**src/rtl/hpa_pkg.sv**
```systemverilog
// ----------------------------------------------------------------------------
// Hodgepodge automaton package
// Shared widths and the per-column statistics type passed out of the window
// cells.
// ----------------------------------------------------------------------------
package hpa_pkg;

  localparam int ValW     = 8;            // one cell state
  localparam int ColSumW  = 10;           // three cells of one column
  localparam int SumW     = 12;           // all nine cells of the window
  localparam int CntW     = 4;            // up to eight neighbors
  localparam int GainW    = 12;
  localparam int ProdW    = GainW + CntW + 1;  // two weighted counts summed
  localparam int WordW    = 2 * ValW;     // line buffer word: upper, middle

  // Statistics of one window column, seen against the current top state
  typedef struct packed {
    logic [ColSumW-1:0] sum;
    logic [1:0]         infected;
    logic [1:0]         ill;
  } col_stat_t;

endpackage

```
**src/rtl/hpa_col_cell.sv**
```systemverilog
// ----------------------------------------------------------------------------
// Hodgepodge window column cell
// Holds one column of the 3x3 window, takes the column of its right-hand
// neighbor on a shift and reports sum and neighbor classes of its column.
// ----------------------------------------------------------------------------
module hpa_col_cell
  import hpa_pkg::*;
(
  input  logic            clk_i,
  input  logic            rst_ni,
  input  logic            shift_i,
  input  logic [ValW-1:0] top_i,
  input  logic            count_mid_i,   // low for the center column
  input  logic [ValW-1:0] up_i,
  input  logic [ValW-1:0] mid_i,
  input  logic [ValW-1:0] low_i,
  output logic [ValW-1:0] up_o,
  output logic [ValW-1:0] mid_o,
  output logic [ValW-1:0] low_o,
  output col_stat_t       stat_o
);

  logic [ValW-1:0] up_q, mid_q, low_q;
  logic            inf_up, inf_mid, inf_low;
  logic            ill_up, ill_mid, ill_low;

  // Column storage, moves one place left on each shift
  always_ff @(posedge clk_i or negedge rst_ni) begin
    if (!rst_ni) begin
      up_q  <= '0;
      mid_q <= '0;
      low_q <= '0;
    end else if (shift_i) begin
      up_q  <= up_i;
      mid_q <= mid_i;
      low_q <= low_i;
    end
  end

  // Neighbor classes: infected strictly between 0 and top, ill at top
  assign inf_up  = (up_q  != '0) && (up_q  < top_i);
  assign inf_mid = (mid_q != '0) && (mid_q < top_i) && count_mid_i;
  assign inf_low = (low_q != '0) && (low_q < top_i);
  assign ill_up  = (up_q  == top_i);
  assign ill_mid = (mid_q == top_i) && count_mid_i;
  assign ill_low = (low_q == top_i);

  assign stat_o.sum      = ColSumW'(up_q) + ColSumW'(mid_q) + ColSumW'(low_q);
  assign stat_o.infected = 2'(inf_up) + 2'(inf_mid) + 2'(inf_low);
  assign stat_o.ill      = 2'(ill_up) + 2'(ill_mid) + 2'(ill_low);

  assign up_o  = up_q;
  assign mid_o = mid_q;
  assign low_o = low_q;

endmodule

```
**config.mk**
```make
export PLATFORM = sky130hd
export DESIGN_NAME = hpa_col_cell
export DESIGN_NICKNAME = d
export VERILOG_FILES = /design/src/rtl/hpa_pkg.sv /design/src/rtl/hpa_col_cell.sv
export SDC_FILE = /design/constraint.sdc
export NUM_CORES = 1
export LEC_CHECK = 0
export ABC_AREA = 1
export BUFFER_PORTS_ARGS = -buffer_cell sky130_fd_sc_hd__buf_4
export CAP_MARGIN = 20
export CORE_ASPECT_RATIO = 1.25
export CORE_MARGIN = 5
export CORE_UTILIZATION = 55
export CTS_CLUSTER_SIZE = 16
export DETAILED_ROUTE_END_ITERATION = 16
export PLACE_DENSITY = 0.84
export SYNTH_ARGS = -nofsm -noshare
export SYNTH_HDL_FRONTEND = slang
export SYNTH_SLANG_ARGS = --single-unit
```
**constraint.sdc**
```tcl
create_clock -name clk_i -period 6.5 [get_ports clk_i]
set_input_delay 1.3 -clock clk_i [delete_from_list [all_inputs] [get_ports clk_i]]
set_output_delay 1.3 -clock clk_i [all_outputs]
set_load 0.005 [all_outputs]
```
# Word level (Yosys, flattened, before mapping)
# Index checks and enable logic that the tools add are counted.
# totals
regBits	24
input_bits	36
out_inout_bits	38
elab_cells	23
# op_classes
addsub	6
n_lt_le_gt_ge	3
eq_ne	3
n_reduce_logical	8
# ops
op	n
8-bit == test	3
8-bit less-than comparator	3
8-bit nonzero test	3
9-bit by 8-bit adder with 10-bit output	1
8-bit by 8-bit adder with 9-bit output	1
1-bit logical AND	5
1-bit by 1-bit adder with 2-bit output	2
2-bit by 1-bit adder with 2-bit output	2

# Logic depth before layout (Yosys ltp)
# logic_depth
word_depth	5
mapped_depth	11
depth_no_buf	11

# Least setup slack after synthesis
# OpenSTA, ideal clock, no wires.
# synth_path
kind	input -> output
start	input port top_i[6]
end	output port stat_o[0] (netlist bit)
arrival_ns	2.590
t_required_ns	5.200
setup_slack_ns	2.610
stages	6
n_path_buf	0
cell_sequence	inv_1 -> ha_1 -> nand4_1 -> or3_1 -> fa_1 -> inv_1
# synth_rtl
item	line_no	rtl
from (decl)	hpa_col_cell.sv:12	input logic [ValW-1:0] top_i,
to (decl)	hpa_col_cell.sv:20	output col_stat_t stat_o

==> run metrics <==
Synth Area in Simple Gates 0.201; GRT Util Overall 0.202; post-synthesis average cell area approximately 8.2 um2; Combinational Power Share 0.541; dominant cell type by area after synthesis dfrtp_1; asr flop ratio synth 1.00; DRC viols 0; hold buffers post-CTS 0; P_int between 0.0003 and 0.0004 W; number of global-route vias before repair 1986; CP max stage cell fa_1; fin crit share 0.643; Clock Skews 0 ns; minimum clock period about 4.2 ns; # clock sinks 24; status finished clean; Synth Register Bits 24; post-CTS setup buffer count 0; worst hold margin 0.634 ns; Post-Synth XOR/XNOR Area 0.0119; fmax 239 MHz; Distinct cells, synth 20; # diodes 0; VDD IR max 0.000126 V; clk_lat worst skew between 0.2 and 0.3 ns; Worst slew margin 0.739; Die Wd 66.7 um; share of the synthesized area in the top cell type 0.271; htree depth 1; global-route wire length before repair approximately 8500 um; main combinational cell family by area after synthesis adder cells; post-synthesis mux area share 0.0882; gr ovfl total 0; setup_tns 0 ns; antenna violations before repair 0; Layout area overhead 27.9%; Synth Cell Area around 2200 um2; PortBufs 73; CTS root buf clkbuf_8; final worst slack roughly 2.3 ns; largest net degree at the start of global routing 35; WS Path Type in -> out; initial drt markers between 40 and 50; core area approximately 3800 um2; Yosys warning total 0; multi-input logic area 1370 um2; Worst Setup Start Kind input pin; net count after synthesis around 350; switching share of total power 0.374; worst path arrival time ~2.9 ns; DP HPWL around 4400 um; Reg area 601 um2; commonest non-fill, non-tap cell in the layout buf_4; layout cells sized above 1 0.264; final wirelength 5200 um; critical path required time 5.20 ns; Main synth FF type dfrtp_1; PwrDens between 200 and 250 nW/um2; Initial Util 0.575; CP top delay family adder cells; routed len/inst roughly 13 um; Final Hold Fails 0; Worst Hold Class reg -> reg; drt via density 4.97; Vias a little under 2000; crit path max fanout 3; Die H approximately 80 um; final slew viol count 0; total CTS buffers 3; Ports 74; Flop pwr share 0.311; final setup fails 0; Placed Cells ~400; Critical Path Sink Type output pin; Cell Count, Final, Fillers Out around 400; Synth Area in Adders 0.275; DRT Pass-1 Iters 6; die area around 5400 um2; DP Worst Slack roughly 2.3 ns; Syn Inst Count 269; post-cts gate resize count 0; complex-gate fraction of the synthesized area 0.0430; count of flip-flops with a built-in enable after synthesis 0; Final Wtd Congestion 0.845; maxcap violations 0; top post-synthesis cells by area dfrtp_1, ha_1, nand2_1; Buf/Inv on CP 4; CTS Buffer Depth 2; crit path cell chain buf_4 -> inv_1 -> ha_1 -> nand2_1 -> or3_1 -> fa_1 -> inv_1 -> buf_4; leak pwr between 1.5 and 2 nW; clk slew on worst S/H paths 0.08 ns; unrepaired setup endpoints after global routing false; Antenna Violating Nets Remaining 0; CP peak stage delay 0.49 ns; Rows 25; Clk pwr share 0.148; CTS tree yes; fill count about 330; commonest cells after routing, fill and taps aside buf_4, nand2_1, inv_1; worst slew pin tran roughly 0.4 ns; NumNets Final around 420; sequential share of the synthesized area 0.271; switching power around 0.00023 W
cell type report:
class,instances,share of cell area
Tap cell,54,0.0239
Timing Repair Buffer,73,0.194
Clock buffer,3,0.0146
Inverter,54,0.0716
Sequential cell,24,0.212
Multi-Input combinational cell,187,0.484
worst min-delay path, stage by stage (launching register included):
cell	delay (ns)
dfrtp_1	0.35
inv_1	0.10
o21ai_0	0.15
sequential cells by signal (all words and copies together), names as in the netlist:
register  count
low_o         8
mid_o         8
up_o          8
worst paths after layout:
path	end	slack, ns	depth (start not counted)	from
min	mid_o[0]	0.63	2	mid_o[0]
min in group asynchronous	mid_o[0]	0.92	1	rst_ni
max reg2reg	low_o[7]	5.61	1	low_o[7]
min reg2reg	mid_o[0]	0.63	2	mid_o[0]
max in group asynchronous	up_o[6]	5.33	1	rst_ni
max	stat_o[0]	2.32	8	top_i[3]
per-layer routing:
layer,track usage,vias to the layer above,share of wire
met2,0.387,39,0.53
met3,0.0221,4,0.045
met1,0.233,930,0.42
met5,0,-,0
li1,-,990,-
met4,0.0528,0,0.0088
logic make-up after synthesis:
logic type / after synthesis
AOI/OAI and AO/OA: 19
adders and majority gates: 42
and+or+nand+nor: 109
DFF: 24
xor gates and xnor gates: 3
buffers and inverters: 58
muxes: 14
cell usage after synthesis, types with 3 or more instances:
cell type	instances
mux2_2	4
nor2_1	20
inv_1	54
mux2_4	10
fa_1	11
ha_1	31
dfrtp_1	24
xnor2_1	3
a21oi_1	9
nand2_1	71
nand4_1	6
nand3_1	9
o21ai_0	10
metrics by stage:
step,instance area (um2),power (W),utilization
2_1_floorplan,2210,0.000378,-
3_3_place_gp,2790,0.000513,0.725
3_5_place_dp,2790,0.000523,0.725
4_1_cts,2830,0.000612,0.735
5_1_grt,2830,0.000658,0.735
6_report,2830,0.000606,0.735
power groups by stage:
| stage | sequential [W] | clock, W | combinational, W |
|---|---|---|---|
| 4_1_cts | 0.000188 | 0.0000902 | 0.000334 |
| 5_1_grt | 0.000191 | 0.0000949 | 0.000373 |
| 3_3_place_gp | 0.000190 | 0 | 0.000323 |
| 6_report | 0.000188 | 0.0000897 | 0.000328 |
| 3_5_place_dp | 0.000191 | 0 | 0.000332 |
| 2_1_floorplan | 0.000185 | 0 | 0.000192 |
Note: power is estimated with default switching activity, not from simulation.
