**src/rtl/hpa_pkg.sv**
```systemverilog
// ----------------------------------------------------------------------------
// Hodgepodge automaton package
// Shared widths and the per-column statistics type passed out of the window
// cells.
// ----------------------------------------------------------------------------
package hpa_pkg;

  localparam int ValW     = 8;            // one cell state
  localparam int ColSumW  = 10;           // three cells of one column
  localparam int SumW     = 12;           // all nine cells of the window
  localparam int CntW     = 4;            // up to eight neighbors
  localparam int GainW    = 12;
  localparam int ProdW    = GainW + CntW + 1;  // two weighted counts summed
  localparam int WordW    = 2 * ValW;     // line buffer word: upper, middle

  // Statistics of one window column, seen against the current top state
  typedef struct packed {
    logic [ColSumW-1:0] sum;
    logic [1:0]         infected;
    logic [1:0]         ill;
  } col_stat_t;

endpackage

```
**src/rtl/hpa_line_buf.sv**
```systemverilog
// ----------------------------------------------------------------------------
// Hodgepodge line buffer
// Two previous rows packed in one word per column, registered read, and a
// zeroing sweep over all columns after reset.
// ----------------------------------------------------------------------------
module hpa_line_buf
  import hpa_pkg::*;
#(
  parameter int DEPTH = 256
) (
  input  logic                     clk_i,
  input  logic                     rst_ni,
  input  logic [$clog2(DEPTH)-1:0] rd_addr_i,
  output logic [WordW-1:0]         rd_data_o,
  input  logic                     wr_en_i,
  input  logic [$clog2(DEPTH)-1:0] wr_addr_i,
  input  logic [WordW-1:0]         wr_data_i,
  output logic                     busy_o
);

  localparam int AW = $clog2(DEPTH);

  logic [WordW-1:0] line_mem [DEPTH];
  logic [WordW-1:0] rd_q;
  logic [AW-1:0]    clr_q;
  logic             busy_q;

  // Clearing sweep after reset
  always_ff @(posedge clk_i or negedge rst_ni) begin
    if (!rst_ni) begin
      busy_q <= 1'b1;
      clr_q  <= '0;
    end else if (busy_q) begin
      if (clr_q == AW'(DEPTH - 1)) begin
        busy_q <= 1'b0;
      end else begin
        clr_q <= clr_q + AW'(1);
      end
    end
  end

  // Storage: one write port, one registered read port
  always_ff @(posedge clk_i) begin
    if (busy_q) begin
      line_mem[clr_q] <= '0;
    end else if (wr_en_i) begin
      line_mem[wr_addr_i] <= wr_data_i;
    end
    rd_q <= line_mem[rd_addr_i];
  end

  assign rd_data_o = rd_q;
  assign busy_o    = busy_q;

endmodule

```
**config.mk**
```make
export PLATFORM = sky130hd
export DESIGN_NAME = hpa_line_buf
export DESIGN_NICKNAME = d
export VERILOG_FILES = /design/src/rtl/hpa_pkg.sv /design/src/rtl/hpa_line_buf.sv
export SDC_FILE = /design/constraint.sdc
export NUM_CORES = 2
export LEC_CHECK = 0
export BUFFER_PORTS_ARGS = -buffer_cell sky130_fd_sc_hd__buf_4
export CORE_AREA = 5 5 426 638
export CTS_BUF_LIST = sky130_fd_sc_hd__clkbuf_2
export CTS_CLUSTER_DIAMETER = 200
export DETAILED_ROUTE_END_ITERATION = 8
export DIE_AREA = 0 0 431 643
export PLACE_DENSITY = 0.76
export SYNTH_ARGS = -nofsm -noshare
export SYNTH_HDL_FRONTEND = slang
export SYNTH_SLANG_ARGS = --single-unit
```
**constraint.sdc**
```tcl
create_clock -name clk_i -period 8.63 [get_ports clk_i]
set_input_delay 0.4315 -clock clk_i [delete_from_list [all_inputs] [get_ports clk_i]]
set_output_delay 0.4315 -clock clk_i [all_outputs]
set_load 0.01 [all_outputs]
```
======== Word-level counts from Yosys, hierarchy flattened ========
Memory sizes are Yosys's and may differ from the RTL's. A register that Yosys moved wholly into a read port is not among the register bits.
Index checks and enable logic that the tools add are counted.
word-level totals
  logic and storage cells ................. 18
  memories ................................ 1
  memory bits (writable) .................. 4096
  register bits ........................... 9
memory list
  name      words  width  read ports  clocked after Yosys merged registers in  wr ports  RTL line            text
  line_mem  256    16     1           1                                        1         hpa_line_buf.sv:23  logic [WordW-1:0] line_mem [DEPTH];
cells by class
  reductions and logical operators ........ 2
  add/sub/neg operators ................... 1
  equality and inequality tests ........... 1
  bitwise gates (word level) .............. 1
  mux-type cells .......................... 10
operator list
  operator                                                       count
  16-bit two-way mux                                             1
  16-bit OR reduction                                            1
  8-bit by 1-bit adder with 8-bit output, second input constant  1
  8-bit equality test, second input constant                     1
  1-bit two-way mux                                              8
  8-bit two-way mux                                              1
  2-bit AND reduction                                            1
  1-bit NOT                                                      1

======== Depth between registers and ports, before layout ========
  word-level depth ........................ 5
  mapped depth ............................ 12

======== Worst setup path after synthesis ========
OpenSTA, ideal clock, no wires.
  kind .................................... input port to flip-flop
  start ................................... input port wr_en_i
  end ..................................... memory line_mem[0][10] (netlist bit), data pin
  path slack .............................. 3.279 ns
  data arrival time ....................... 4.481 ns
  cell stages on the path ................. 5
  setup time .............................. 0.870 ns
  cells stage by stage .................... nor2b_1 > clkbuf_1 > clkbuf_1 > clkbuf_1 > and2_1
on the way
  cells in the longest elaborated chain, start to end .. 5
RTL lines
  item                                     RTL line            text
  start: declaration                       hpa_line_buf.sv:15  input logic wr_en_i,
  1-bit two-way mux                        hpa_line_buf.sv:46  end else if (wr_en_i) begin
  1-bit two-way mux                        hpa_line_buf.sv:44  if (busy_q) begin
  1-bit two-way mux (implied by the code)  hpa_line_buf.sv:47  line_mem[wr_addr_i] <= wr_data_i;
  16-bit OR reduction (no line)            n/a
  16-bit two-way mux (no line)             n/a
  end: declaration                         hpa_line_buf.sv:23
Every way passes these cells.

======== Worst setup path in the final report ========
  start ................................... register busy_q (netlist: busy_o)
  end ..................................... memory line_mem[188][12] (netlist bit) (enable)
on the way
  cells in the longest elaborated chain, start to end .. 4
  elaborated cells between the ends (all ways) .. 7
RTL lines
  item                                                                     RTL line            text
  start: declaration                                                       hpa_line_buf.sv:26  logic busy_q;
  start signal: assignment                                                 hpa_line_buf.sv:31  busy_q <= 1'b1;
  start signal: assignment                                                 hpa_line_buf.sv:35  busy_q <= 1'b0;
  1-bit two-way mux                                                        hpa_line_buf.sv:44
  1-bit two-way mux (implied by the code)                                  hpa_line_buf.sv:47
  16-bit OR reduction (no line)                                            n/a
  8-bit two-way mux (no line) / 1-bit two-way mux (equally long branches)  n/a
Several ways; a longest one is shown, not always the timed one.

==> flow_metrics.env <==
export IMPL_outcome="finished clean"
export IMPL_antenna_found_initial=20
export IMPL_fmax_mhz=180.6
export IMPL_synth_top_flop_cell="edfxtp_1"
export IMPL_drv_slew=0
export IMPL_grt_pass1_vias=84290
export IMPL_ys_types=64
export IMPL_syn_inst=7330
export IMPL_rows=232
export IMPL_fin_crit_sh_pct=64.15
export IMPL_drt_first_iter_violations=10790
export IMPL_r2r_start="busy_o"
export IMPL_r2r_cells=13
export IMPL_cp_startpoint="busy_o"
export IMPL_route_vias_total=82310
export IMPL_p_per_area_nw_per_um2=205.0
export IMPL_worst_endpoint_arrival_ps=6970
export IMPL_gp_congestion=0.9035
export IMPL_clk_pin_slew_ps=140
export IMPL_grt_ovfl_total=0
export IMPL_dp_slack_ps=3492
export IMPL_cts_resized=0
export IMPL_fin_setup_tns_ps=0
export IMPL_core_area_um2=265600
export IMPL_stdcell_area_um2=172800
export IMPL_wl_mm=403.4
export IMPL_layout_common_cells="edfxtp_1, clkbuf_2, mux4_2"
export IMPL_die_y_um=643
export IMPL_clock_latency_ps=1900
export IMPL_initial_core_util_pct=59.75
export IMPL_htree_levels=6
export IMPL_synth_area_um2=158700
export IMPL_critPathKind="reg2reg"
export IMPL_finalCriticalPeriod_ps=5536
export IMPL_ys_seq_area_share_pct=77.84
export IMPL_crit_required_ps=10070
export IMPL_grt_use_met3_pct=6.031
export IMPL_grt_use_met2_pct=47.07
export IMPL_cp_max_fo=44
export IMPL_crit_path_start_kind="flop"
export IMPL_cts_buffers=865
export IMPL_r2r_end="line_mem[188][12]"
export IMPL_async_flop_share_pct=0.2184
export IMPL_layout_commonest_cell="edfxtp_1"
export IMPL_grt_max_degree=177
export IMPL_ir_drop_v=0.0001385
export IMPL_grt_total_usage_pct=29.16
export IMPL_drcViolationCount=0
export IMPL_setup_ws_ps=3094
export IMPL_relSlewSlack_pct=0.6344
export IMPL_post_cts_buffers=0
export IMPL_fp_dieArea_um2=277100
export IMPL_drive_gt1_share_pct=29.56
export IMPL_io_buffers=51
export IMPL_hp_class="in2reg"
export IMPL_drt_first_pass_iters=6
export IMPL_cts_tree="done"
export IMPL_setup_viol=0
export IMPL_endpoint="line_mem[188][12]"
export IMPL_yosysWarnings=0
export IMPL_hold_viol_final=0
export IMPL_use_met1_pct=36.70
export IMPL_routedWlPerCell_um=32.41
export IMPL_min_path_cells=6
export IMPL_fp_dieW_um=431
export IMPL_total_power_mw=35.42
export IMPL_ant_nets=0
export IMPL_fin_nets=8316
export IMPL_tightest_slew_ps=1490
export IMPL_synth_edf_count=4096
export IMPL_dp_hpwl_mm=243.0
export IMPL_rsz0062_at_grt="false"
export IMPL_clk_path_buf_depth=4
export IMPL_cts_root_buf="clkbuf_2"
export IMPL_r2r_setup_slack_ps=3090
export IMPL_via_per_inst=6.612
export IMPL_place_area_um2=164100
export IMPL_end_kind="flop"
export IMPL_top_usage_layer="met2"
export IMPL_grt_pass1_wl_mm=582.6
export IMPL_ys_ff_latch=4121
export IMPL_io_pins=52
export IMPL_p_leak_nw=59.14
export IMPL_fin_skew_ps=182.0
export IMPL_synth_avg_cell_area_um2=21.65
export IMPL_clock_sinks=4121
export IMPL_syn_nets=7366
export IMPL_syn2layout_area_growth_pct=8.894
export IMPL_maxCapViolations=0
## synthesized netlist by cell type (19+ instances only)
cell type / n / share of area (%)
a211oi_1: 23 / 0.11
a21oi_1: 150 / 0.47
a221oi_1: 41 / 0.23
a22o_1: 27 / 0.15
a22oi_1: 50 / 0.24
buf_1: 31 / 0.073
buf_2: 97 / 0.31
buf_4: 30 / 0.14
buf_6: 64 / 0.45
clkbuf_1: 197 / 0.47
edfxtp_1: 4096 / 77
mux2i_1: 528 / 3.3
mux4_2: 809 / 11
nand2_1: 45 / 0.11
nand2b_1: 19 / 0.075
nand3_1: 45 / 0.14
nor2_1: 273 / 0.65
nor3_1: 74 / 0.23
nor4_1: 29 / 0.11
o211ai_1: 19 / 0.090
o21ai_0: 64 / 0.20
o221ai_1: 252 / 1.4
o22ai_1: 125 / 0.49
## layer usage
layer  up-vias  part of all wire (%)
met4         6                   7.3
met1     42110                    33
met2      5528                    49
met5         -                0.0099
met3      1012                    10
li1      33650                     -
## worst max-delay path, cell delays in order (launching register included)
cell	delay [ps]
dfstp_2	670
nor2b_2	60
buf_4	260
or3_1	360
o31ai_1	80
dlygate4sd3_1	580
buf_4	130
dlygate4sd3_1	670
nand3_1	110
dlygate4sd3_1	590
nor2_1	120
dlygate4sd3_1	580
dlygate4sd3_1	560
buf_4	280
## worst min path at each step
stage | startpoint | end | slack (ps)
6_report | rd_addr_i[2] | rd_data_o[1] | 200
5_1_grt | wr_addr_i[0] | line_mem[190][13] | 150
4_1_cts | wr_addr_i[0] | line_mem[190][13] | 2
3_5_place_dp | rst_ni | clr_q[6] | 270
3_3_place_gp | rst_ni | clr_q[4] | 260
2_1_floorplan | rst_ni | clr_q[0] | 140
## per-stage QoR
| step | std cells | utilization, % | hold slack [ps] |
|---|---|---|---|
| 3_5_place_dp | 10830 | 61.79 | 268.1 |
| 4_1_cts | 12430 | 65.05 | 1.936 |
| 3_3_place_gp | 10830 | 61.78 | 261.9 |
| 6_report | 12450 | 65.07 | 202.9 |
| 5_1_grt | 12440 | 65.06 | 145.7 |
| 2_1_floorplan | 7330 | - | 135.9 |
## cell type report
cell class,instances,area [um^2]
diodes,18,45.04
repair buffers,530,4537
clock inverters,256,1450
flip-flops and latches,4121,123500
fillers,17210,92780
inverters,2,10.01
multi-input cells,2760,32590
clock buffers,1251,6261
well taps,3510,4392
## logic make-up (layout without fill, tap and decap cells)
family	count (synthesis)	count (layout)	synth area share, %
buffers and inverters	449	2039	1.742
AOI/OAI and AO/OA	826	826	3.769
and+or+nand+nor	584	584	1.753
muxes	1342	1342	14.85
adders and majority gates	1	1	0.007882
xor gates and xnor gates	7	7	0.03863
other	0	18	0
DFF	4121	4121	77.84
## power by group
part | total (mW) | switching [mW] | internal, mW
Clock | 11.4 | 7.13 | 4.32
Combinational | 1.93 | 1.29 | 0.649
Sequential | 22.0 | 0.0403 | 22.0
Total | 35.4 | 8.45 | 27.0
## sequential cells by signal, summed over array words and instances, names as in the netlist
register,flops
line_mem,4096
rd_data_o,16
clr_q,8
busy_o,1
## repair_timing
action	4_1_cts	5_1_grt
hold buffers	94	0
setup endpoints to repair	0	0
hold endpoints to repair	7719	0
No activity file was read; power rests on OpenSTA's default activity.
