**config.mk**
```make
export PLATFORM = sky130hd
export DESIGN_NAME = hpa_divider
export DESIGN_NICKNAME = d
export VERILOG_FILES = /design/src/rtl/hpa_pkg.sv /design/src/rtl/hpa_divider.sv
export SDC_FILE = /design/constraint.sdc
export NUM_CORES = 1
export LEC_CHECK = 0
export BUFFER_PORTS_ARGS = -buffer_cell sky130_fd_sc_hd__buf_2
export CAP_MARGIN = 10
export CORE_MARGIN = 5
export CORE_UTILIZATION = 25
export DETAILED_ROUTE_END_ITERATION = 6
export HOLD_SLACK_MARGIN = 0.06
export PLACE_DENSITY = 0.49
export SYNTH_ARGS = -nofsm -noshare
export SYNTH_HDL_FRONTEND = slang
export SYNTH_SLANG_ARGS = --single-unit
```
**constraint.sdc**
```tcl
create_clock -name clk_i -period 5.3 [get_ports clk_i]
set_input_delay 0 -clock clk_i [delete_from_list [all_inputs] [get_ports clk_i]]
set_output_delay 0 -clock clk_i [all_outputs]
set_load 0.02 [all_outputs]
```
**src/rtl/hpa_pkg.sv**
```systemverilog
// ----------------------------------------------------------------------------
// Hodgepodge automaton package
// Shared widths and the per-column statistics type passed out of the window
// cells.
// ----------------------------------------------------------------------------
package hpa_pkg;

  localparam int ValW     = 8;            // one cell state
  localparam int ColSumW  = 10;           // three cells of one column
  localparam int SumW     = 12;           // all nine cells of the window
  localparam int CntW     = 4;            // up to eight neighbors
  localparam int GainW    = 12;
  localparam int ProdW    = GainW + CntW + 1;  // two weighted counts summed
  localparam int WordW    = 2 * ValW;     // line buffer word: upper, middle

  // Statistics of one window column, seen against the current top state
  typedef struct packed {
    logic [ColSumW-1:0] sum;
    logic [1:0]         infected;
    logic [1:0]         ill;
  } col_stat_t;

endpackage

```
**src/rtl/hpa_divider.sv**
```systemverilog
// ----------------------------------------------------------------------------
// Hodgepodge quotient unit
// Restoring divider, one quotient bit per cycle, for the window sum over the
// infected neighbor count.
// ----------------------------------------------------------------------------
module hpa_divider
  import hpa_pkg::*;
(
  input  logic            clk_i,
  input  logic            rst_ni,
  input  logic            start_i,
  input  logic [SumW-1:0] dividend_i,
  input  logic [CntW-1:0] divisor_i,
  output logic            done_o,
  output logic [SumW-1:0] quotient_o
);

  localparam int StepW = $clog2(SumW + 1);

  logic             busy_q, done_q;
  logic [StepW-1:0] step_q;
  logic [SumW-1:0]  quo_q;
  logic [CntW-1:0]  rem_q, dvs_q;
  logic [CntW:0]    rem_sh, rem_sub;
  logic             fits;

  // One restoring step
  assign rem_sh  = {rem_q, quo_q[SumW-1]};
  assign fits    = (rem_sh >= {1'b0, dvs_q});
  assign rem_sub = rem_sh - {1'b0, dvs_q};

  // Control
  always_ff @(posedge clk_i or negedge rst_ni) begin
    if (!rst_ni) begin
      busy_q <= 1'b0;
      done_q <= 1'b0;
      step_q <= '0;
    end else begin
      done_q <= 1'b0;
      if (start_i) begin
        busy_q <= 1'b1;
        step_q <= '0;
      end else if (busy_q) begin
        step_q <= step_q + StepW'(1);
        if (step_q == StepW'(SumW - 1)) begin
          busy_q <= 1'b0;
          done_q <= 1'b1;
        end
      end
    end
  end

  // Datapath: quotient bits shift in where dividend bits shift out
  always_ff @(posedge clk_i) begin
    if (start_i) begin
      quo_q <= dividend_i;
      rem_q <= '0;
      dvs_q <= divisor_i;
    end else if (busy_q) begin
      quo_q <= {quo_q[SumW-2:0], fits};
      rem_q <= fits ? rem_sub[CntW-1:0] : rem_sh[CntW-1:0];
    end
  end

  assign done_o     = done_q;
  assign quotient_o = quo_q;

endmodule

```
Word-level counts from Yosys, hierarchy flattened. Index checks and enable logic that the tools add are counted.

Flip-flop bits (word level): 26. Output and inout bits: 13. Input bits: 19. Word-level logic and storage cells: 22.

Add/sub/neg operators: 2. Reductions and logical operators: 1. Muxes and demuxes: 11. $lt $le $gt $ge: 1. Equality and inequality tests: 1.

Operators with widths (count): $mux W12 (2); $mux W4 (3); $mux W1 (6); $ge A5 B4 Y1 (1); $add A4 B1 Y4 const B (1); $eq A4 B4 Y1 const B (1); $sub A4 B4 Y4 (1); $reduce_bool A2 Y1 (1).

Depth between registers and ports, before layout. Gate-level depths: netlist (run 1).

Depth after elaboration: 4. Depth in mapped cells: 6.

Least setup slack after synthesis (run 1). No wires, ideal clock.

Kind: flip-flop to flip-flop. Start: register dvs_q[1]. End: register quo_q[0] (netlist: quotient_o[0]) (data pin). Cell stages (with the launch flop): 7. Data arrival time: 1553 ps. Clock period less this slack: 1813 ps. Setup slack: 3487 ps. Path buffers: 0. Path through: edfxtp_1 > inv_1 > ha_1 > nor2b_1 > o221a_4 > or2_4 > mux2_2.

Word-level cells in the longest chain between the ends: 3.

RTL lines: start: declaration (RTL line hpa_divider.sv:23) `logic [CntW-1:0] rem_q, dvs_q;`; start signal: assignment (RTL line hpa_divider.sv:58) `dvs_q <= divisor_i;`; $ge A5 B4 Y1 (RTL line hpa_divider.sv:29) `assign fits = (rem_sh >= {1'b0, dvs_q});`; $mux W12 (RTL line hpa_divider.sv:59) `end else if (busy_q) begin`; $mux W12 (RTL line hpa_divider.sv:55) `if (start_i) begin`; end signal: assignment (RTL line hpa_divider.sv:56) `quo_q <= dividend_i;`; end signal: assignment (RTL line hpa_divider.sv:60) `quo_q <= {quo_q[SumW-2:0], fits};`; end: declaration (RTL line hpa_divider.sv:22) `logic [SumW-1:0] quo_q;`.

No other way between the ends. The select of a mux whose other input is x is not followed. A chain may end at the register's enable or synchronous reset.

Final worst setup path (run 1). Ends and elaborated chain as after synthesis.

==> results.yml, run 1 <==
outcome:
  run_status: "completed"
logic_synthesis:
  synth_fa_ha_area_share_pct: 6.69
  main_combinational_cell_family_by_area_after_synthesis: "multiplexers"
  synthDistinctLibCells: 31
  postSynth.asyncResetShare_pct: 23.1
  synth_simple_gate_area_share_pct: 10.3
  syn_inst: 92
  mappedNetlistNets: 117
  synth_seq_area_share_pct: 57.5
  ys_seq_elements: 26
  avgSynthCellArea_sq_um: 13.4
  synth_enable_flop_cells: 16
  synth-xor-area-share_pct: 2.84
  ys_dominant_reg_cell: "edfxtp_1"
  synth_compound_gate_area_share_pct: 8.11
  synthesis.yosys.warnings: 0
  yosys-mux-area-fraction_pct: 11.8
  synthesis.area_sq_um: 1230
sta:
  worst_slew_pin_slew_ns: 0.548
  timing.fmax_mhz: 523
  timing.max_slew.rel_slack_pct: 63.4
  grt_setup_unrepaired: "no"
  max_transition_viols_final: 0
  finalSetupTns_ns: 0
  fin_skew_ns: 0.00438
  final.min_clock_period_ns: 1.91
  setup_viol_count_final: 0
  hold_viol: 0
  finalHoldWorstSlack_ns: 0.0804
  min_period_over_period_pct: 36.1
power:
  power_switching_share_pct: 31.2
  internal_power_uw: 394
  power.sequential.fraction_pct: 47.6
  share_clk_of_total_power_pct: 20.3
  power.ir.vdd_worst_v: 0.000158
  power.net_switching_uw: 179
  power_density_nw_per_um2: 341
  comb_power_share_pct: 32.1
  leakage_uw: 0.000719
setup_path:
  timing.rr.start: "dvs_q[1]"
  cp-end-kind: "register"
  timing.critical_path.required_ns: 5.33
  setup.reg_to_reg.worst_slack_ns: 3.39
  critical_path.reg2reg.endpoint: "quotient_o[0]"
  cp_data_arrival_time_ns: 1.94
  worst-r2r-cell-count: 6
  crit_fanout: 5
  cp-start-kind: "register"
  crit_path_class: "register to register"
die:
  die_h_um: 80.3
  io_pins: 32
  die_w_um: 80.3
  design.core.area_sq_um: 4750
  std_cell_rows: 25
  fp.dieArea_sq_um: 6450
  initial_core_util_pct: 26.0
grt:
  grt_max_degree: 29
  grt.total_usage_pct: 8.50
  wire_length_of_the_first_global_routing_pass_um: 4390
  grt_antenna_before_repair: 0
  first_global_vias: 973
  grt_overflow: 0
clock_network:
  post_cts_resized: 0
  cts_tree: "done"
  cts.root.buffer_cell: "clkbuf_8"
  ctsLongestPathBuffers: 2
  clock_sinks: 26
  cts_max_level: 1
  post_cts_hold_buffer_count: 17
  worst_path_clk_slew_ns: 0.10
  clk_latency_ns: 0.27
  cts_setup_buffers: 0
  cts_made_buffers: 3
routing:
  number_of_antenna_violating_nets_in_the_routed_design: 0
  route.detailed.vias_per_inst: 4.22
  drt-wirelength-per-cell_um: 12.3
  drcViolationCount: 0
  wirelength_um: 2570
  routed-via-count: 878
  drt_first_iter_violations: 39
  firstDrtPassIters: 4
finish:
  stdcell_area_sq_um: 1680
  layout_common_cells: "buf_2, dlygate4sd3_1, edfxtp_1, mux2_2"
  layout.cells.most_common: "buf_2"
  post_route_cells_drive_above_1_share_pct: 36.2
  num_antenna_cells: 0
  areaGrowthSynthToFinish_pct: 35.9
  finalNetCount: 167
place:
  io_buffers: 31
  final_replace_weighted_congestion: 0.728
  post_dp_cell_area_sq_um: 1460
  dp.final_hpwl_um: 1760
flow_run:
  drv.max_cap_violation_count: 0
worst_hold_path:
  timing.hold.worst.class: "input port to asynchronous set/reset pin"
## power by group through the flow
stage	sequential [uW]	clock, uW	combinational (uW)
2_1_floorplan	292	0	110
5_1_grt	277	128	207
3_5_place_dp	276	0	175
4_1_cts	272	119	186
6_report	272	116	184
3_3_place_gp	275	0	170
## routing by layer
metal	routed length [um]	share of wire [%]	track usage (%)
met3	116	4.5	1.57
met2	1310	51	15.2
met5	0	0	0
met1	1110	43	10.2
met4	23	0.90	2.70
## stage by stage
stage,setup WS [ns],cells,power (uW),util (%)
detailed placement,3.41,187,451,30.8
floorplan,3.49,92,402,-
finish,3.39,208,572,35.3
CTS,3.39,208,578,35.3
global placement,3.46,187,445,30.8
global route,3.32,208,613,35.3
## worst max path at each step
stage | start | endpoint | slack [ns] | depth (start not counted)
floorplan | dvs_q[1] | quotient_o[0] | 3.49 | 6
global placement | dvs_q[1] | quotient_o[0] | 3.46 | 6
detailed placement | dvs_q[1] | quotient_o[0] | 3.41 | 6
CTS | dvs_q[1] | quotient_o[0] | 3.39 | 6
global route | dvs_q[1] | quotient_o[0] | 3.32 | 6
finish | dvs_q[1] | quotient_o[0] | 3.39 | 6
## cells by family (layout without fill, tap and decap cells)
logic type	after synthesis	in the layout
AND/OR/NAND/NOR	22	22
XOR/XNOR	4	4
AO/OA/AOI/OAI	12	12
flip-flops	26	26
buffers and inverters	9	58
multiplexers	13	13
adder cells (fa/ha/maj)	6	6
## worst max-delay path: stages, from the launching register on
cell	delay, ns
edfxtp_1	0.44
inv_1	0.08
ha_1	0.23
nor2b_1	0.16
o221a_4	0.26
or2_4	0.25
mux2_2	0.26
## synth_stat cells, types with 3 or more instances
| cell type | n | share of area, % |
|---|---|---|
| ha_1 | 5 | 5.1 |
| xor2_1 | 3 | 2.1 |
| nand2_1 | 3 | 0.91 |
| nor2b_1 | 3 | 1.5 |
| mux2_2 | 12 | 11 |
| inv_1 | 6 | 1.8 |
| dfrtp_1 | 6 | 12 |
| nor2_1 | 6 | 1.8 |
| dfxtp_1 | 4 | 6.5 |
| edfxtp_1 | 16 | 39 |
## cell type report
cell class / instances / area [sq um]
Multi-Input combinational cell: 57 / 490
Clock buffer: 3 / 41.3
Inverter: 6 / 22.5
Timing Repair Buffer: 48 / 325
Fill cell: 487 / 3080
Sequential cell: 26 / 711
Clock inverter: 1 / 3.75
Tap cell: 67 / 83.8
## sequential cells by signal, summed over array words and instances, names as in the netlist
name,count
done_o,1
rem_q,4
quotient_o,12
step_q,4
dvs_q,4
busy_q,1
No activity file was read; power rests on OpenSTA's default activity.
==> run 2: changes to the inputs <==
PLACE_DENSITY = 0.5   (was 0.49)
clock period = 1.62 ns   (was 5.3 ns; I/O delays follow)
==> run 2 against run 1 <==
Effect of this change:
- the flow now finishes with violations (negative setup slack)
- combinational power rose to 4.6 times the previous value
- core utilization up 3.5 points
- power rose to 3.8 times the previous value
- sequential power rose to 3.3 times the previous value
- worst hold slack worse by 0.0093 ns
- sequential share of layout area down 3.8 points
- critical path type unchanged
- largest power group unchanged
==> results.yml, run 2 (same netlist as run 1, synthesis figures left out) <==
setup_path:
  timing.critical_path.cells: "inv_2 > ha_4 > nor2b_4 > o221a_4 > or2_4 > mux2_2"
  crit_path_class: "register to register"
  timing.rr.start: "dvs_q[1]"
  timing.critical_path.max_delay_family: "flip-flops"
  cp-start-kind: "register"
  worst-r2r-cell-count: 6
  setup.reg_to_reg.worst_slack_ns: -0.18
  cp-end-kind: "register"
  cpPeakStageDelay_ns: 0.43
  cp_data_arrival_time_ns: 1.82
  timing.critical_path.depth: 6
  critical_path.endpoint: "quotient_o[0]"
  worst_setup_path_startpoint: "dvs_q[1]"
  crit_slowest_cell: "edfxtp_1"
  timing.critical_path.required_ns: 1.65
  cp.buffers_inverters: 1
  crit_fanout: 2
  critical_path.reg2reg.endpoint: "quotient_o[0]"
place:
  io_buffers: 31
  dp.final_hpwl_um: 1950
  final_replace_weighted_congestion: 0.775
finish:
  layout.cells.most_common: "buf_2"
  finalNetCount: 179
  largest_reg_flops: 12
  layout_common_cells: "buf_2, dlygate4sd3_1, edfxtp_1, mux2_2, buf_4"
  areaGrowthSynthToFinish_pct: 49.4
  post_route_cells_drive_above_1_share_pct: 48.4
  n_fill_cell: 479
  final_core_utilization_pct: 38.8
  num_antenna_cells: 0
sta:
  max_transition_viols_final: 0
  min_period_over_period_pct: 111
  grt_setup_unrepaired: "yes"
  timing.fmax_mhz: 556
  setup_viol_count_final: 4
  worst_slew_pin_slew_ns: 0.479
  fin_skew_ns: 0.00280
  hold_viol: 0
  worst_slack_ns: -0.177
  timing.max_slew.rel_slack_pct: 68.1
  final.min_clock_period_ns: 1.80
clock_network:
  cts_tree: "done"
  cts_max_level: 1
  cts_made_buffers: 3
  clk_latency_ns: 0.27
  clock_sinks: 26
  cts.root.buffer_cell: "clkbuf_8"
  worst_path_clk_slew_ns: 0.09
  ctsLongestPathBuffers: 2
grt:
  grt.total_usage_pct: 8.72
  first_global_vias: 971
  grt_overflow: 0
  wire_length_of_the_first_global_routing_pass_um: 4400
  grt_max_degree: 24
  grt_antenna_before_repair: 0
worst_hold_path:
  timing.hold.worst.class: "input port to asynchronous set/reset pin"
outcome:
  failed_checks: "negative setup slack"
  run_status: "complete, but fails checks"
die:
  fp.dieArea_sq_um: 6450
  die_w_um: 80.3
  std_cell_rows: 25
  die_h_um: 80.3
  initial_core_util_pct: 26.0
  design.core.area_sq_um: 4750
  io_pins: 32
routing:
  number_of_antenna_violating_nets_in_the_routed_design: 0
  routed-via-count: 916
  drcViolationCount: 0
  drt-wirelength-per-cell_um: 12.3
  wirelength_um: 2720
  drt_first_iter_violations: 36
  route.detailed.vias_per_inst: 4.16
  firstDrtPassIters: 2
power:
  power_density_nw_per_um2: 1170
  fin_total_pwr_uw: 2160
  power.ir.vdd_worst_v: 0.000401
  leakage_uw: 0.000797
flow_run:
  drv.max_cap_violation_count: 0
-- run 2: cell count changes in the layout (fill, tap and decap cells not counted), moves of 2 or more --
cell / previous run / this run
ha_4: 0 / 2
ha_1: 5 / 3
buf_4: 0 / 12
a311oi_1: 2 / 0
a311oi_2: 0 / 2
-- run 2: area by class of cell --
type	count	area (sq um)	share of cell area [%]
Sequential cell	26	711	38.5
Multi-Input combinational cell	57	558	30.2
Clock buffer	4	55.1	2.98
Inverter	6	22.5	1.22
Tap cell	67	83.8	4.54
Timing Repair Buffer	60	415	22.5
-- run 2: worst min-delay path by stage --
stage,from,end,cells after the start
4_1_cts,rst_ni,step_q[3],2
3_3_place_gp,rst_ni,done_o,1
3_5_place_dp,rst_ni,step_q[3],1
2_1_floorplan,rst_ni,busy_q,0
6_report,rst_ni,step_q[2],2
5_1_grt,rst_ni,step_q[2],2
-- run 2: report_power, final --
part           switching, uW  leakage [uW]  internal, uW
logic                    390      0.000492           457
registers               67.5      0.000276           823
clock network            204     0.0000288           217
total                    662      0.000797          1500
-- run 2: layer usage --
layer	GRT usage [%]	routed length (um)	share of wire (%)	up-vias
met2	15.2	1380	51	17
met4	3.55	31	1.1	0
met5	0	0	0	-
met1	10.5	1210	44	435
met3	1.46	99	3.6	2
li1	-	-	-	462
-- run 2: per-stage QoR --
stage | cells | setup slack [ns] | setup TNS, ns | hold WS [ns] | area, sq um
after floorplan | 92 | -0.165 | -0.165 | -0.296 | 1250
after global placement | 198 | -0.135 | -0.465 | -0.173 | 1570
after detailed placement | 198 | -0.183 | -0.669 | -0.171 | 1570
after CTS | 220 | -0.154 | -0.505 | 0.0721 | 1830
after global routing | 220 | -0.227 | -0.781 | 0.0903 | 1850
final | 220 | -0.177 | -0.554 | 0.0711 | 1850
-- run 2: worst register-to-register path, cell delays in order, from the launching register on --
cell and delay, ns:
edfxtp_1 0.43, inv_2 0.09, ha_4 0.19, nor2b_4 0.13, o221a_4 0.23, or2_4 0.23, mux2_2 0.26
-- run 2: what timing repair did --
action | 4_1_cts | 5_1_grt
hold endpoints to repair | 22 | 0
endpoints found under the setup margin | 4 | 5
pin swaps | 5 | 1
setup buffers | 1 | 0
hold buffers | 17 | 0
resized for setup | 5 | 3
==> run 3: changes to the inputs <==
SKIP_LAST_GASP = 1   (was unset)
==> run 3 against run 2 <==
Effect of this change:
- critical path type unchanged
- clock power about the same
- largest power group unchanged
- cell count unchanged
- clock skew about the same
- the run still ends with negative setup slack left
- clock-buffer cell count unchanged
- highest routed layer unchanged
- core utilization up 0.13 points
==> results.yml, run 3 (same netlist as run 1, synthesis figures left out) <==
outcome:
  run_status: "complete, but fails checks"
  failed_checks: "negative setup slack"
routing:
  route.detailed.vias_per_inst: 4.19
  routed-via-count: 921
  drcViolationCount: 0
  wirelength_um: 2740
  firstDrtPassIters: 2
  drt-wirelength-per-cell_um: 12.5
  drt_first_iter_violations: 25
  number_of_antenna_violating_nets_in_the_routed_design: 0
power:
  power.ir.vdd_worst_v: 0.000403
  power_density_nw_per_um2: 1170
  leakage_uw: 0.000799
die:
  die_w_um: 80.3
  die_h_um: 80.3
  initial_core_util_pct: 26.0
  fp.dieArea_sq_um: 6450
  io_pins: 32
  std_cell_rows: 25
  design.core.area_sq_um: 4750
sta:
  worst_slack_ns: -0.177
  timing.fmax_mhz: 557
  hold_viol: 0
  max_transition_viols_final: 0
  setup_viol_count_final: 4
  grt_setup_unrepaired: "yes"
  finalHoldWorstSlack_ns: 0.0711
  min_period_over_period_pct: 111
  worst_slew_pin_slew_ns: 0.487
  final.min_clock_period_ns: 1.80
  timing.max_slew.rel_slack_pct: 67.5
  finalSetupTns_ns: -0.553
  fin_skew_ns: 0.00280
finish:
  cell_count_final_fillers_out: 220
  layout_common_cells: "buf_2, dlygate4sd3_1, edfxtp_1, mux2_2, buf_4"
  num_antenna_cells: 0
  post_route_cells_drive_above_1_share_pct: 49.0
  finalNetCount: 179
  areaGrowthSynthToFinish_pct: 49.9
  final_core_utilization_pct: 38.9
  layout.cells.most_common: "buf_2"
  largest_reg_flops: 12
setup_path:
  timing.critical_path.required_ns: 1.65
  crit_fanout: 2
  cp_data_arrival_time_ns: 1.82
  crit_path_class: "register to register"
  worst_setup_path_startpoint: "dvs_q[1]"
  timing.rr.start: "dvs_q[1]"
  cp-start-kind: "register"
  cp-end-kind: "register"
  worst-r2r-cell-count: 6
place:
  io_buffers: 31
  dp.final_hpwl_um: 1950
  final_replace_weighted_congestion: 0.775
  place_inst: 198
  pre_cts_ws_ns: -0.183
clock_network:
  clk_latency_ns: 0.27
  worst_path_clk_slew_ns: 0.09
  cts_max_level: 1
  cts_tree: "done"
  cts.root.buffer_cell: "clkbuf_8"
  ctsLongestPathBuffers: 2
  cts_made_buffers: 3
  clock_sinks: 26
grt:
  grt_antenna_before_repair: 0
  grt_overflow: 0
  grt_max_degree: 24
  wire_length_of_the_first_global_routing_pass_um: 4400
  grt.total_usage_pct: 8.72
  first_global_vias: 973
flow_run:
  drv.max_cap_violation_count: 0
worst_hold_path:
  timing.hold.worst.class: "input port to asynchronous set/reset pin"
## run 3: routing by layer
layer / global-route usage, % / share of wire (%)
met2: 15.2 / 50
met5: 0 / 0
met3: 1.46 / 3.7
met1: 10.5 / 45
met4: 3.55 / 1.6
## run 3: worst paths after layout
kind	to	slack, ns
hold / removal	step_q[2]	0.07
max in group asynchronous	busy_q	1.41
setup reg to reg	quotient_o[0]	-0.18
min in group clk_i	dvs_q[2]	0.22
hold reg to reg	rem_q[3]	0.50
setup / recovery	quotient_o[0]	-0.18
## run 3: cell type report
| type | instances | area, sq um |
|---|---|---|
| Fill cell | 479 | 2900 |
| Sequential cell | 26 | 711 |
| Multi-Input combinational cell | 57 | 564 |
| Timing Repair Buffer | 60 | 415 |
| Tap cell | 67 | 83.8 |
| Clock buffer | 4 | 55.1 |
| Inverter | 6 | 22.5 |
## run 3: where the power goes
| group | internal [uW] | switching, uW |
|---|---|---|
| Combinational | 462 | 396 |
| Sequential | 823 | 67.8 |
| Clock | 217 | 204 |
| Total | 1500 | 668 |
## run 3: what timing repair did
item	CTS	global route
pin swaps	4	2
hold buffers	17	0
hold endpoints to repair	22	0
gates resized for setup	5	4
endpoints found under the setup margin	4	5
setup buffers	1	0
## run 3: worst max-delay path: stages, from the launching register on
cell and delay, ns:
edfxtp_1 0.43, inv_2 0.09, ha_4 0.19, nor2b_4 0.13
o221a_4 0.23, or2_4 0.23, mux2_2 0.26
## run 3: stage by stage
stage          instance area (sq um)  total power (uW)
6_report                        1850              2170
5_1_grt                         1850              2300
4_1_cts                         1830              2140
3_5_place_dp                    1570              1630
3_3_place_gp                    1570              1610
2_1_floorplan                   1250              1330
